**src/sv/dgp_pkg.sv**
```systemverilog
// Shared constants, types and register codes for the dashed grid pattern pipeline.
package dgp_pkg;

  localparam int MAX_FRAME_WIDTH  = 4096;
  localparam int MAX_FRAME_HEIGHT = 4096;

  localparam int PIX_W    = 12;
  localparam int OFF_W    = 13;
  localparam int CELL_W   = 10;
  localparam int DASH_W   = 9;
  localparam int RGBA_W   = 32;
  localparam int CFG_IDX_W = 3;
  localparam int CFG_DATA_W = 32;

  // Signed difference of pixel and grid centre, and the remainder dividend.
  localparam int DIFF_W  = 15;
  localparam int DIVID_W = 14;

  // Remainder pipeline: two restoring steps per register stage.
  localparam int STEPS_PER_STAGE = 2;
  localparam int MOD_STAGES      = DIVID_W / STEPS_PER_STAGE;
  localparam int LANES           = 4;

  // Lane assignment inside the remainder pipeline.
  localparam int LANE_X_CELL = 0;
  localparam int LANE_Y_CELL = 1;
  localparam int LANE_X_DASH = 2;
  localparam int LANE_Y_DASH = 3;

  // Reciprocal of three for ten bit operands: floor(c * 683 / 2048) == c / 3.
  localparam int          RECIP3_W = 11;
  localparam logic [10:0] RECIP3   = 11'd683;

  typedef enum logic [CFG_IDX_W-1:0] {
    REG_GRID_X_OFFSET = 3'd0,
    REG_GRID_Y_OFFSET = 3'd1,
    REG_CELL_SIZE     = 3'd2,
    REG_STROKE_WIDTH  = 3'd3,
    REG_LINE_RGBA     = 3'd4,
    REG_FILL_RGBA     = 3'd5
  } cfg_reg_e;

  typedef struct packed {
    logic signed [OFF_W-1:0] x_off;
    logic signed [OFF_W-1:0] y_off;
    logic [CELL_W-1:0]       cell_size;
    logic [CELL_W-1:0]       stroke;
    logic [RGBA_W-1:0]       line_rgba;
    logic [RGBA_W-1:0]       fill_rgba;
    logic [CELL_W-2:0]       half_cell;
    logic [DASH_W-1:0]       dash;
    logic [DASH_W-3:0]       dash_quarter;
    logic [DASH_W-2:0]       dash_half;
  } cfg_t;

  typedef struct packed {
    logic [CELL_W-1:0]  rem;
    logic [DIVID_W-1:0] bits;
  } mod_lane_t;

  typedef struct packed {
    logic                  in_frame;
    mod_lane_t [LANES-1:0] lanes;
  } pipe_t;

endpackage

```
**src/sv/dashed_grid_pattern_pixel.sv**
```systemverilog
// Top level of the dashed grid test pattern pixel pipeline.
//
// Usage: each transaction on the input channel (in_valid, in_ready) carries one
// pixel coordinate, pixel_x and pixel_y. Each produces exactly one transaction on
// the output channel (out_valid, out_ready) carrying the chosen colour pixel_rgba
// and the on_line flag, in the same order as the inputs arrived.
// The pipeline has ten register stages: two form the axis distances, seven run
// the restoring remainder unit (two bits per stage, four lanes side by side) and
// one holds the result. While the receiver keeps taking results, a new pixel
// can be accepted every cycle, so the sustained rate is one pixel per clock.
// Each stage has its own valid bit and takes new data when it is empty or when
// the stage after it moves on, so a stalled receiver fills the empty stages first
// and only then holds off the sender; nothing is dropped or duplicated.
// The configuration port writes one register per cycle when cfg_we is high; it
// is meant to be used only while the pipeline is empty. Synchronous reset
// empties the pipeline and loads the default grid: cell size 60, stroke 2,
// offsets zero, a red line colour and a transparent black background.
module dashed_grid_pattern_pixel (
  input  logic                           clk,
  input  logic                           rst,
  input  logic                           cfg_we,
  input  logic [dgp_pkg::CFG_IDX_W-1:0]  cfg_index,
  input  logic [dgp_pkg::CFG_DATA_W-1:0] cfg_data,
  input  logic                           in_valid,
  output logic                           in_ready,
  input  logic [dgp_pkg::PIX_W-1:0]      pixel_x,
  input  logic [dgp_pkg::PIX_W-1:0]      pixel_y,
  output logic                           out_valid,
  input  logic                           out_ready,
  output logic [dgp_pkg::RGBA_W-1:0]     pixel_rgba,
  output logic                           on_line
);
  import dgp_pkg::*;

  // Configuration registers, including the dash length derived from the cell
  // size at the moment it is written, so no divider sits in the data path.
  cfg_t cfg;

  // Valid, ready and data at each boundary of the remainder pipeline. Index 0
  // is the output of the distance stages; index MOD_STAGES feeds the colour
  // stage.
  logic  mod_valid [MOD_STAGES+1];
  logic  mod_ready [MOD_STAGES+1];
  pipe_t mod_data  [MOD_STAGES+1];

  dgp_cfg u_cfg (
    .clk       (clk),
    .rst       (rst),
    .cfg_we    (cfg_we),
    .cfg_index (cfg_index),
    .cfg_data  (cfg_data),
    .cfg       (cfg)
  );

  // Distances from the cell centre on each axis, plus the same distances
  // advanced by a quarter dash for the dash phase test.
  dgp_dist u_dist (
    .clk      (clk),
    .rst      (rst),
    .cfg      (cfg),
    .up_valid (in_valid),
    .up_ready (in_ready),
    .pixel_x  (pixel_x),
    .pixel_y  (pixel_y),
    .dn_valid (mod_valid[0]),
    .dn_ready (mod_ready[0]),
    .dn_data  (mod_data[0])
  );

  // The remainders modulo the cell size and modulo the dash length are formed
  // bit by bit, most significant dividend bit first, across these stages.
  for (genvar g = 0; g < MOD_STAGES; g++) begin : g_mod
    dgp_mod_stage u_stage (
      .clk      (clk),
      .rst      (rst),
      .cfg      (cfg),
      .up_valid (mod_valid[g]),
      .up_ready (mod_ready[g]),
      .up_data  (mod_data[g]),
      .dn_valid (mod_valid[g+1]),
      .dn_ready (mod_ready[g+1]),
      .dn_data  (mod_data[g+1])
    );
  end

  // A horizontal line needs the row distance within the stroke and the column
  // dash on; a vertical line the other way round. A zero cell size or a zero
  // dash length switches the grid off entirely.
  dgp_color u_color (
    .clk        (clk),
    .rst        (rst),
    .cfg        (cfg),
    .up_valid   (mod_valid[MOD_STAGES]),
    .up_ready   (mod_ready[MOD_STAGES]),
    .up_data    (mod_data[MOD_STAGES]),
    .out_valid  (out_valid),
    .out_ready  (out_ready),
    .pixel_rgba (pixel_rgba),
    .on_line    (on_line)
  );

endmodule

```
**src/sv/dgp_cfg.sv**
```systemverilog
// Configuration registers with the derived cell and dash quantities.
module dgp_cfg (
  input  logic                         clk,
  input  logic                         rst,
  input  logic                         cfg_we,
  input  logic [dgp_pkg::CFG_IDX_W-1:0]  cfg_index,
  input  logic [dgp_pkg::CFG_DATA_W-1:0] cfg_data,
  output dgp_pkg::cfg_t                cfg
);
  import dgp_pkg::*;

  logic [CELL_W+RECIP3_W-1:0] dash_prod;

  assign dash_prod = cfg_data[CELL_W-1:0] * RECIP3;

  always_ff @(posedge clk) begin
    if (rst) begin
      cfg.x_off        <= '0;
      cfg.y_off        <= '0;
      cfg.cell_size    <= CELL_W'(60);
      cfg.stroke       <= CELL_W'(2);
      cfg.line_rgba    <= 32'hFFC0_0000;
      cfg.fill_rgba    <= '0;
      cfg.half_cell    <= (CELL_W-1)'(30);
      cfg.dash         <= DASH_W'(20);
      cfg.dash_quarter <= (DASH_W-2)'(5);
      cfg.dash_half    <= (DASH_W-1)'(10);
    end else if (cfg_we) begin
      unique case (cfg_index)
        REG_GRID_X_OFFSET: cfg.x_off <= signed'(cfg_data[OFF_W-1:0]);
        REG_GRID_Y_OFFSET: cfg.y_off <= signed'(cfg_data[OFF_W-1:0]);
        REG_CELL_SIZE: begin
          cfg.cell_size    <= cfg_data[CELL_W-1:0];
          cfg.half_cell    <= cfg_data[CELL_W-1:1];
          cfg.dash         <= dash_prod[RECIP3_W+DASH_W-1:RECIP3_W];
          cfg.dash_quarter <= dash_prod[RECIP3_W+DASH_W-1:RECIP3_W+2];
          cfg.dash_half    <= dash_prod[RECIP3_W+DASH_W-1:RECIP3_W+1];
        end
        REG_STROKE_WIDTH: cfg.stroke    <= cfg_data[CELL_W-1:0];
        REG_LINE_RGBA:    cfg.line_rgba <= cfg_data[RGBA_W-1:0];
        REG_FILL_RGBA:    cfg.fill_rgba <= cfg_data[RGBA_W-1:0];
        default: ;
      endcase
    end
  end

endmodule

```
**src/sv/dgp_dist.sv**
```systemverilog
// Two pipeline stages forming the axis distances and the remainder dividends.
module dgp_dist (
  input  logic                        clk,
  input  logic                        rst,
  input  dgp_pkg::cfg_t               cfg,
  input  logic                        up_valid,
  output logic                        up_ready,
  input  logic [dgp_pkg::PIX_W-1:0]   pixel_x,
  input  logic [dgp_pkg::PIX_W-1:0]   pixel_y,
  output logic                        dn_valid,
  input  logic                        dn_ready,
  output dgp_pkg::pipe_t              dn_data
);
  import dgp_pkg::*;

  logic                     v1;
  logic                     ready1;
  logic signed [DIFF_W-1:0] diff_x;
  logic signed [DIFF_W-1:0] diff_y;
  logic                     frame1;
  logic signed [DIFF_W-1:0] diff_x_next;
  logic signed [DIFF_W-1:0] diff_y_next;
  logic [DIVID_W-1:0]       dist_x;
  logic [DIVID_W-1:0]       dist_y;
  pipe_t                    pipe_next;

  // Stage one: signed distance from the centre of the grid cell.
  assign diff_x_next = signed'(DIFF_W'(pixel_x)) - DIFF_W'(cfg.x_off)
                       - signed'(DIFF_W'(cfg.half_cell));
  assign diff_y_next = signed'(DIFF_W'(pixel_y)) - DIFF_W'(cfg.y_off)
                       - signed'(DIFF_W'(cfg.half_cell));

  assign ready1   = !dn_valid || dn_ready;
  assign up_ready = !v1 || ready1;

  always_ff @(posedge clk) begin
    if (rst) begin
      v1 <= 1'b0;
    end else if (up_ready) begin
      v1 <= up_valid;
    end
  end

  always_ff @(posedge clk) begin
    if (up_ready && up_valid) begin
      diff_x <= diff_x_next;
      diff_y <= diff_y_next;
      frame1 <= (32'(pixel_x) < MAX_FRAME_WIDTH) && (32'(pixel_y) < MAX_FRAME_HEIGHT);
    end
  end

  // Stage two: absolute distance, and the distance shifted by a quarter dash.
  assign dist_x = diff_x[DIFF_W-1] ? DIVID_W'(-diff_x) : DIVID_W'(diff_x);
  assign dist_y = diff_y[DIFF_W-1] ? DIVID_W'(-diff_y) : DIVID_W'(diff_y);

  always_comb begin
    pipe_next.in_frame                = frame1;
    pipe_next.lanes[LANE_X_CELL].rem  = '0;
    pipe_next.lanes[LANE_X_CELL].bits = dist_x;
    pipe_next.lanes[LANE_Y_CELL].rem  = '0;
    pipe_next.lanes[LANE_Y_CELL].bits = dist_y;
    pipe_next.lanes[LANE_X_DASH].rem  = '0;
    pipe_next.lanes[LANE_X_DASH].bits = dist_x + DIVID_W'(cfg.dash_quarter);
    pipe_next.lanes[LANE_Y_DASH].rem  = '0;
    pipe_next.lanes[LANE_Y_DASH].bits = dist_y + DIVID_W'(cfg.dash_quarter);
  end

  always_ff @(posedge clk) begin
    if (rst) begin
      dn_valid <= 1'b0;
    end else if (ready1) begin
      dn_valid <= v1;
    end
  end

  always_ff @(posedge clk) begin
    if (ready1 && v1) begin
      dn_data <= pipe_next;
    end
  end

endmodule

```
**src/sv/dgp_mod_stage.sv**
```systemverilog
// One stage of the restoring remainder pipeline, shared by all four lanes.
module dgp_mod_stage (
  input  logic           clk,
  input  logic           rst,
  input  dgp_pkg::cfg_t  cfg,
  input  logic           up_valid,
  output logic           up_ready,
  input  dgp_pkg::pipe_t up_data,
  output logic           dn_valid,
  input  logic           dn_ready,
  output dgp_pkg::pipe_t dn_data
);
  import dgp_pkg::*;

  pipe_t             pipe_next;
  logic [CELL_W:0]   trial;
  logic [CELL_W-1:0] divisor;

  // Each step brings down one dividend bit and subtracts the divisor if it fits.
  always_comb begin
    pipe_next = up_data;
    trial     = '0;
    divisor   = '0;
    for (int l = 0; l < LANES; l++) begin
      divisor = (l == LANE_X_CELL || l == LANE_Y_CELL) ? cfg.cell_size
                                                       : CELL_W'(cfg.dash);
      for (int s = 0; s < STEPS_PER_STAGE; s++) begin
        trial = {pipe_next.lanes[l].rem, pipe_next.lanes[l].bits[DIVID_W-1]};
        if (trial >= {1'b0, divisor}) begin
          trial = trial - {1'b0, divisor};
        end
        pipe_next.lanes[l].rem  = trial[CELL_W-1:0];
        pipe_next.lanes[l].bits = {pipe_next.lanes[l].bits[DIVID_W-2:0], 1'b0};
      end
    end
  end

  assign up_ready = !dn_valid || dn_ready;

  always_ff @(posedge clk) begin
    if (rst) begin
      dn_valid <= 1'b0;
    end else if (up_ready) begin
      dn_valid <= up_valid;
    end
  end

  always_ff @(posedge clk) begin
    if (up_ready && up_valid) begin
      dn_data <= pipe_next;
    end
  end

endmodule

```
**src/sv/dgp_color.sv**
```systemverilog
// Output stage: line and dash tests, colour selection and the result register.
module dgp_color (
  input  logic                       clk,
  input  logic                       rst,
  input  dgp_pkg::cfg_t              cfg,
  input  logic                       up_valid,
  output logic                       up_ready,
  input  dgp_pkg::pipe_t             up_data,
  output logic                       out_valid,
  input  logic                       out_ready,
  output logic [dgp_pkg::RGBA_W-1:0] pixel_rgba,
  output logic                       on_line
);
  import dgp_pkg::*;

  logic hit_x;
  logic hit_y;
  logic dash_x;
  logic dash_y;
  logic on_next;

  assign hit_x  = (cfg.cell_size != '0) &&
                  (up_data.lanes[LANE_X_CELL].rem < cfg.stroke);
  assign hit_y  = (cfg.cell_size != '0) &&
                  (up_data.lanes[LANE_Y_CELL].rem < cfg.stroke);
  assign dash_x = (cfg.dash != '0) &&
                  (up_data.lanes[LANE_X_DASH].rem < CELL_W'(cfg.dash_half));
  assign dash_y = (cfg.dash != '0) &&
                  (up_data.lanes[LANE_Y_DASH].rem < CELL_W'(cfg.dash_half));
  assign on_next = up_data.in_frame && ((hit_y && dash_x) || (hit_x && dash_y));

  assign up_ready = !out_valid || out_ready;

  always_ff @(posedge clk) begin
    if (rst) begin
      out_valid <= 1'b0;
    end else if (up_ready) begin
      out_valid <= up_valid;
    end
  end

  always_ff @(posedge clk) begin
    if (up_ready && up_valid) begin
      on_line    <= on_next;
      pixel_rgba <= on_next ? cfg.line_rgba : cfg.fill_rgba;
    end
  end

endmodule
```
**config.mk**
```make
export PLATFORM = sky130hd
export DESIGN_NAME = dashed_grid_pattern_pixel
export DESIGN_NICKNAME = d
export VERILOG_FILES = /design/src/sv/dgp_pkg.sv /design/src/sv/dashed_grid_pattern_pixel.sv /design/src/sv/dgp_cfg.sv /design/src/sv/dgp_dist.sv /design/src/sv/dgp_mod_stage.sv /design/src/sv/dgp_color.sv
export SDC_FILE = /design/constraint.sdc
export NUM_CORES = 2
export LEC_CHECK = 0
export BUFFER_PORTS_ARGS = -buffer_cell sky130_fd_sc_hd__buf_4
export CAP_MARGIN = 10
export CORE_MARGIN = 1.5
export CORE_UTILIZATION = 45
export DETAILED_ROUTE_END_ITERATION = 8
export PLACE_DENSITY = 0.56
export SETUP_SLACK_MARGIN = 0.4
export SLEW_MARGIN = 20
export SYNTH_ARGS = -nofsm -noshare
export SYNTH_HDL_FRONTEND = slang
export SYNTH_SLANG_ARGS = --single-unit
```
**constraint.sdc**
```tcl
create_clock -name clk -period 9.52 [get_ports clk]
set_clock_uncertainty 0.05 [all_clocks]
set_input_delay 0 -clock clk [delete_from_list [all_inputs] [get_ports clk]]
set_output_delay 0 -clock clk [all_outputs]
set_load 0.02 [all_outputs]
```
==> flow_summary.yaml <==
run_status:
  outcome: "finished clean"
sta:
  maxSlewViolCount: 0
  min_period_over_period: 0.638
  period_minus_slack_ns: 6.07
  setup_tns_ns: 0
  rsz0062_at_grt: "no"
  worstMarginPinSlew_ns: 1.09
  slew_headroom: 0.273
  setup_viol: 0
  max_freq_ghz: 0.165
  setup_ws_ns: 3.45
  finalHoldViolations: 0
setup_path:
  critPathLaunchType: "register"
  reg2reg_from: "u_cfg.cfg[0]"
  slowest_stage: "buf_4"
  rrSetupSlack_ns: 3.45
  slowest_delay_ns: 0.59
  reg2reg_depth: 17
  reg2reg_to: "g_mod[2].u_stage.dn_data[69]"
  cp.required_ns: 9.86
  crit_path_max_fanout: 37
  crit_start: "u_cfg.cfg[0]"
  path_cells: "inv_4, buf_4, ha_1, a21oi_1, o211ai_1, a221oi_1, nand2_1, a21oi_1, ha_1, nor2b_1, o21a_1, o21ai_1, a21oi_1, and4_1, a2111oi_2, and3_1, mux2_2"
  path_class: "register to register"
  crit_path_end_kind: "register"
  crit_path_end: "g_mod[2].u_stage.dn_data[69]"
  worst_path_most_repeated_cell: "a21oi_1"
  cp_data_arrival_time_ns: 6.41
global_routing:
  grt_max_degree: 95
  grt_pass1_vias: 39300
  grt_first_pass_wirelength_um: 213000
  grtUsageTotal: 0.219
  grt-ovfl-total: 0
  antenna_found_initial: 0
route:
  wire_per_inst_um: 18.5
  wirelength_um: 134000
  detail_route.drc_violations: 0
  vias: 40000
  drtIter0Drc: 2320
  ant_nets: 0
  firstDrtPassIters: 5
  via_per_inst: 5.52
synth:
  syn_nets: 6151
  yosys-top-cells-area: "edfxtp_1 32%, ha_1 15%, mux2_2 6.5%"
  synth-edff-count: 567
  ys_async_sr_fraction: 0
  synth_top_area_share: 0.316
  ys_ff_latch: 696
  yosysTopAreaCell: "edfxtp_1"
  yosysWarnings: 0
  yosys-top-cells-count: "652 x ha_1, 567 x edfxtp_1, 488 x a21oi_1, 447 x nand2_1, 354 x nor2_1"
  seq_area_frac_synth: 0.364
  synth_top_flop_cell: "edfxtp_1"
  synth_area_mm2: 0.0539
  postSynthAreaPerCell_um2: 10.1
  synth_cells: 5355
  ys_types: 105
  synth_most_common_cell: "ha_1"
floorplanning:
  coreArea_mm2: 0.118
  die-area_mm2: 0.122
  ios: 99
  die_w_um: 349
  initial_core_util: 0.455
  die_y_um: 349
  rows: 126
finish:
  drive_above_1_share: 0.123
  fin_util: 0.510
  postLayoutCellArea_mm2: 0.0604
  register_area_mm2: 0.0196
  diodes: 0
  multiInputGateArea_mm2: 0.0329
  fill_cells: 10700
  layout.nets: 6362
  area_growth_pct: 12.1
clocking:
  post_cts_resized: 0
  cts_buffers: 85
  path_clk_slew_ns: 0.06
  cts_tree: "yes"
  clk_latency_ns: 0.69
  cts_sinks: 696
  cts_max_path_buffers: 3
  root_buffer: "clkbuf_16"
  htreeDepth: 3
flow_run:
  maxCapViolCount: 0
place:
  port_buffers: 98
  dpl_cell_area_mm2: 0.0567
  dp_hpwl_um: 97100
  dp_slack_ns: 3.44
  routabilityCongestion: 0.899
power:
  p_leak_nw: 23.1
  p_per_area_mw_per_mm2: 169
  irDropWorstVdd_mv: 0.174
min_path:
  worstHoldPathType: "input pin to register"
==> critical path: cells and delay by family, from the launching register on <==
family | cells | cell delay, ns
AOI/OAI and AO/OA | 8 | 2.04
adders and majority gates | 2 | 0.65
buffers and inverters | 2 | 1.02
DFF | 1 | 0.34
muxes | 1 | 0.40
and+or+nand+nor | 4 | 1.25
==> per-stage QoR <==
stage	hold slack [ns]	power [W]	cells
detailed placement	0.178	0.00677	7015
finish	0.0418	0.0102	7234
CTS	0.00131	0.0103	7234
global route	0.0628	0.0108	7234
floorplan	0.0679	0.00609	5355
global placement	0.175	0.00675	7015
==> kinds of logic (layout without fill, tap and decap cells) <==
| family | Yosys count | in the layout | synth area share |
|---|---|---|---|
| AO/OA/AOI/OAI | 1337 | 1337 | 0.155 |
| XOR/XNOR | 425 | 425 | 0.0693 |
| multiplexers | 376 | 376 | 0.0772 |
| adder cells (fa/ha/maj) | 732 | 732 | 0.181 |
| buffers and inverters | 397 | 676 | 0.0284 |
| AND/OR/NAND/NOR | 1392 | 1392 | 0.125 |
| flip-flops | 696 | 696 | 0.364 |
==> power by group <==
part | leakage, nW | switching [W] | internal (W) | total [W]
logic | 15.4 | 0.00168 | 0.00146 | 0.00314
clock network | 1.47 | 0.00139 | 0.00209 | 0.00348
registers | 6.18 | 0.0000743 | 0.00353 | 0.00361
total | 23.1 | 0.00314 | 0.00709 | 0.0102
==> cell type report <==
type / count / share of cell area
Clock buffer: 97 / 0.0371
Tap cell: 1600 / 0.0331
Sequential cell: 696 / 0.325
Timing Repair Buffer: 209 / 0.0286
Inverter: 312 / 0.0194
Clock inverter: 58 / 0.0129
Multi-Input combinational cell: 4262 / 0.544
==> placed cells by master, fill, tap and decap left out, types with 16 or more instances in the layout <==
cell type      count
o21a_1           111
dfxtp_1          127
clkbuf_16         86
nand4_1           90
nor2b_1          104
a21o_1           105
o21ai_0          309
nand2b_1          74
and3_1            32
edfxtp_1         567
o21bai_1          43
xnor2_1          284
nand3_1           59
or3_1             30
dlygate4sd3_1     64
o22ai_1           17
o31ai_1           31
o211ai_1          16
clkinv_1          19
mux2_2           309
nand2_1          447
nand3b_1          22
xor2_1           139
nor3_1            70
fa_1              80
ha_1             652
nor2_1           353
a211oi_1          24
a31oi_1           20
mux2i_1           58
inv_1            298
buf_4            145
a21oi_1          487
==> worst min-delay path by stage <==
stage                 start                to  cells past startpoint
2_1_floorplan   cfg_data[2]     u_cfg.cfg[25]                      1
3_3_place_gp   cfg_data[24]     u_cfg.cfg[89]                      3
3_5_place_dp   cfg_data[28]     u_cfg.cfg[93]                      3
4_1_cts          pixel_x[0]  u_dist.diff_x[0]                      5
5_1_grt        cfg_data[17]     u_cfg.cfg[82]                      4
6_report         pixel_x[0]  u_dist.diff_x[0]                      5
==> routing by layer <==
layer / GRT usage / share of wire
met5: 0 / 0
met4: 0.0590 / 0.024
met3: 0.0292 / 0.040
met2: 0.361 / 0.46
met1: 0.301 / 0.47
==> sequential cells by signal (all words and copies together) (netlist names) <==
register / count
u_dist.v1: 1
u_dist.dn_valid: 1
u_dist.diff_y: 15
g_mod.u_stage.dn_valid: 7
g_mod.u_stage.dn_data: 448
u_color.on_line: 1
u_cfg.cfg: 119
u_color.out_valid: 1
u_dist.diff_x: 15
u_color.pixel_rgba: 32
u_dist.dn_data: 56
==> what timing repair did <==
item	in CTS	in global routing
hold buffers	64	0
hold endpoints to repair	167	0
setup buffers	0	0
(Power assumes the default switching activity.)
